## src/hdl/half_sphere_exposure_counter_top_defines.svh

```systemverilog
// Assertion macros shared by the half-sphere exposure counter.
`ifndef HALF_SPHERE_EXPOSURE_COUNTER_TOP_DEFINES_SVH
`define HALF_SPHERE_EXPOSURE_COUNTER_TOP_DEFINES_SVH
// Implication checked at every clock edge outside reset.
`define HSE_ASSERT_IMPL(lbl, clk, rst_n, a, b, msg) \
    lbl: assert property (@(posedge clk) disable iff (!rst_n) (a) |-> (b)) else $error(msg);
// Implication whose consequent is checked in the cycle after the antecedent.
`define HSE_ASSERT_NEXT(lbl, clk, rst_n, a, b, msg) \
    lbl: assert property (@(posedge clk) disable iff (!rst_n) (a) |=> (b)) else $error(msg);
`endif

```

## src/hdl/hse_ram.sv

```systemverilog
// Generic single-write, single-read synchronous RAM with registered read data.
`default_nettype none
module hse_ram #(
    parameter int Width = 8,
    parameter int Depth = 16
) (
    input  wire logic                     i_clk,
    input  wire logic                     i_we,
    input  wire logic [$clog2(Depth)-1:0] i_waddr,
    input  wire logic [Width-1:0]         i_wdata,
    input  wire logic [$clog2(Depth)-1:0] i_raddr,
    output logic      [Width-1:0]         o_rdata
);
    logic [Width-1:0] r_mem [Depth];

    always_ff @(posedge i_clk) begin
        if (i_we) begin
            r_mem[i_waddr] <= i_wdata;
        end
        o_rdata <= r_mem[i_raddr];
    end
endmodule
`default_nettype wire

```

## config.mk

```make
export PLATFORM = sky130hd
export DESIGN_NAME = hse_ram
export DESIGN_NICKNAME = d
export VERILOG_FILES = /design/src/hdl/half_sphere_exposure_counter_top_defines.svh /design/src/hdl/hse_ram.sv
export SDC_FILE = /design/constraint.sdc
export NUM_CORES = 1
export LEC_CHECK = 0
export ABC_AREA = 1
export BUFFER_PORTS_ARGS = -buffer_cell sky130_fd_sc_hd__buf_4
export CAP_MARGIN = 20
export CORE_ASPECT_RATIO = 0.7
export CORE_MARGIN = 2
export CORE_UTILIZATION = 28
export CTS_CLUSTER_SIZE = 28
export DETAILED_ROUTE_END_ITERATION = 16
export GPL_TIMING_DRIVEN = 0
export PLACE_DENSITY = 0.43
export SYNTH_ARGS = -nofsm -noshare
export SYNTH_HDL_FRONTEND = slang
export SYNTH_SLANG_ARGS = --single-unit
```

## constraint.sdc

```tcl
create_clock -name i_clk -period 3.04 [get_ports i_clk]
set_input_delay 0.152 -clock i_clk [delete_from_list [all_inputs] [get_ports i_clk]]
set_output_delay 0.152 -clock i_clk [all_outputs]
set_load 0.02 [all_outputs]
```

; After elaboration in Yosys (flattened, before gate mapping)
; Memories as Yosys holds them, arrays and structs flattened. A register that Yosys moved wholly into a read port is not among the register bits.
; Cells that the tools add are included.
[word_totals]
input_bits = 18
elab_cells = 3
ramBits = 128
output_inout_bits = 8
reg_bits = 0
mem_count = 1
[classes]
mux = 2
[mem_list]
columns = name, words, width, read_ports, rd_ports_with_merged_regs, write_ports, line
row1 = r_mem, 16, 8, 1, 1, 1, hse_ram.sv:14  ; logic [Width-1:0] r_mem [Depth];
[ops]
columns = operator, count
row1 = 2-to-1 mux 1 bit, 2

; Logic depth before layout (Yosys ltp)
[depth]
ltp_word = 2
mapped_depth = 8
mapped_depth_nobuf = 7

; Worst setup path after synthesis
; Ideal clock, no wire load.
[synth_path]
kind = input to register
startpoint = input port i_waddr[2]
endpoint = memory r_mem[10][0] (enable)
path_buffers = 0
path_slack_ps = 1937
arrival_ps = 733
t_required_ps = 2670
cell_stages = 2
setup_ps = 370
path_cell_list = nand3b_1 > nor2_1
[synth_rtl]
columns = element, line
row1 = from (decl), hse_ram.sv:9  ; input wire logic [$clog2(Depth)-1:0] i_waddr,
row2 = to (decl), hse_ram.sv:14
; No word-level cell before the write port.

; Final worst setup path
[layout_path]
startpoint = input port i_waddr[2]
endpoint = memory r_mem[10][5] (enable)
; No word-level cell before the write port.

==> out/qor.yml <==
post_cts_buffers: 0
setup.worst_path.end: "r_mem[10][5]"
r2r_cells: 6
die_y_um: 124
n_antenna_cell: 0
r2r-start: "r_mem[12][0]"
clock.fmax_mhz: 713
worst_slack_ns: 1.64
antenna_found_initial: 0
dpl_worst_slack_ns: 1.23
finalSetupViolCount: 0
hold_class: "in -> reg"
synth.area.top_cells: "edfxtp_1 (67%), nand2_1 (11%), nand3_1 (8.4%)"
startpoint: "i_waddr[2]"
grt_start_max_net_pins: 17
fin_skew_ns: 0.00856
total_power_w: 0.00436
cts_buffers: 17
cts-htree-levels: 4
ys_seq_area_share_pct: 69.4
io_pins: 26
drcViolationCount: 0
min_period_ns: 1.40
worst_setup_path_start_kind: "input port"
die_w_um: 176
maxCapViolations: 0
period_share_pct: 46.2
reg2reg_slack_ns: 1.96
yosys_warnings: 0
place_area_um2: 6270
ys_ff_latch: 136
cts-root-buf: "clkbuf_16"
placementRows: 43
path_depth: 3
firstDrtPassIters: 5
drv_slew: 0
clock_path_buffers: 2
synth_nets: 569
grt_pass1_wl_um: 24100
routed_wl_um: 16200
whs_ns: 0.107
fin_area_um2: 6820
drt-initial-drc-count: 390
hold_buffers: 0
synthToLayoutAreaGrowth_pct: 18.3
fp.dieArea_um2: 21800
criticalPathCategory: "in -> reg"
synth_area_um2: 5770
start_util_pct: 28.8
path_delay_family: "simple AND/OR/NAND/NOR gates"
hpwl_um: 11000
io_buffers: 22
cts_tree: "built"
finalHoldViolations: 0
r2r_end: "o_rdata[0]"
critPathRequiredTime_ns: 3.07
num_vias: 3831
yosysTopAreaCellShare_pct: 66.7
crit_fanout: 8
cp-end-kind: "flop"
avgRoutedWirePerCell_um: 18.5
worstPathArrival_ns: 1.43
cp_slowest_stage_delay_ns: 0.85
grt_pass1_vias: 3696
final_nets: 610
viasPerCell: 4.38
ant_nets: 0
path_cells: "buf_4 -> nand3b_1 -> nor2_1"
drive_gt1_share_pct: 12.9
coreArea_um2: 20000
grt_remaining_overflow: 0
clk_pin_slew_ns: 0.06
slew_headroom_pct: 32.0
track_usage_pct: 15.8
clock-sinks: 136
fin_tns_setup_ns: 0
status: "complete, no violations"
path_buf_inv: 1
power_leakage_nw: 2.90
post_cts_resize_count: 0
clk_latency_ns: 0.42
netlist_instances: 551
ys_types: 12
syn_avg_cell_area_um2: 10.5
worst_slew_pin_slew_ns: 1.02
p_per_area_nw_per_um2: 639
ir_drop_uv: 230
rsz0062_at_grt: "no"
gp_congestion: 0.870
synth_top_cell_by_area: "edfxtp_1"
fillerInstances: 2070
crit_path_top_delay_cell: "nor2_1"
==> logic make-up (layout without fill, tap and decap cells) <==
logic type | Yosys count | count (layout) | share of synthesized area, %
DFF | 136 | 136 | 69.4
and+or+nand+nor | 289 | 289 | 21.0
buffers and inverters | 126 | 180 | 9.52
==> cell type report <==
cell class | count | area, um^2 | share of cell area (%)
inverters | 102 | 383 | 5.61
flip-flops and latches | 136 | 4000 | 58.7
multi-input cells | 289 | 1210 | 17.8
clock inverters | 15 | 129 | 1.89
clock buffers | 17 | 425 | 6.23
plain buffers | 24 | 166 | 2.44
repair buffers | 22 | 165 | 2.42
well taps | 270 | 338 | 4.95
==> worst min path at each step <==
stage / from / endpoint / slack [ns] / depth (start not counted)
finish: i_wdata[4] / r_mem[2][4] / 0.11 / 1
global route: i_wdata[4] / r_mem[2][4] / 0.11 / 1
CTS: i_wdata[7] / r_mem[11][7] / 0.11 / 1
detailed placement: i_wdata[4] / r_mem[3][4] / 0.54 / 1
global placement: i_wdata[4] / r_mem[3][4] / 0.53 / 1
floorplan: i_wdata[0] / r_mem[0][0] / 0.25 / 0
==> placed cells by master, fill, tap and decap left out <==
master,count
buf_1,1
buf_2,13
buf_4,26
buf_6,6
bufinv_16,1
clkbuf_16,17
clkinv_1,1
clkinv_2,4
clkinv_4,3
clkinvlp_4,3
dfxtp_1,8
edfxtp_1,128
inv_1,100
inv_2,2
inv_6,3
nand2_1,173
nand3_1,97
nand3b_1,2
nor2_1,17
==> sequential cells by signal, summed over array words and instances, names as in the netlist <==
register / count
r_mem: 128
o_rdata: 8
==> cells in the mapped netlist <==
| cell type | number |
|---|---|
| inv_2 | 2 |
| buf_1 | 1 |
| buf_4 | 4 |
| nor2_1 | 17 |
| nand3_1 | 97 |
| buf_6 | 6 |
| edfxtp_1 | 128 |
| nand2_1 | 173 |
| dfxtp_1 | 8 |
| nand3b_1 | 2 |
| buf_2 | 13 |
| inv_1 | 100 |
==> routing by layer <==
layer	track usage, %	share of wire (%)	up-vias
met5	0	0	-
met4	3.72	0.51	0
met3	2.90	6.8	9
met2	21.2	39	132
met1	25.6	54	1836
li1	-	-	1854
==> where the power goes <==
| group | total (W) | internal, W | switching, W | leakage, nW |
|---|---|---|---|---|
| clock | 0.00194 | 0.00113 | 0.000815 | 0.267 |
| sequential | 0.00211 | 0.00210 | 0.0000110 | 1.22 |
| combinational | 0.000314 | 0.0000928 | 0.000221 | 1.41 |
==> metrics by stage <==
step | cells | utilization (%)
after floorplan | 551 | -
after global placement | 843 | 31.3
after detailed placement | 843 | 31.3
after CTS | 875 | 34.1
after global routing | 875 | 34.1
final | 875 | 34.1
(Power assumes the default switching activity.)
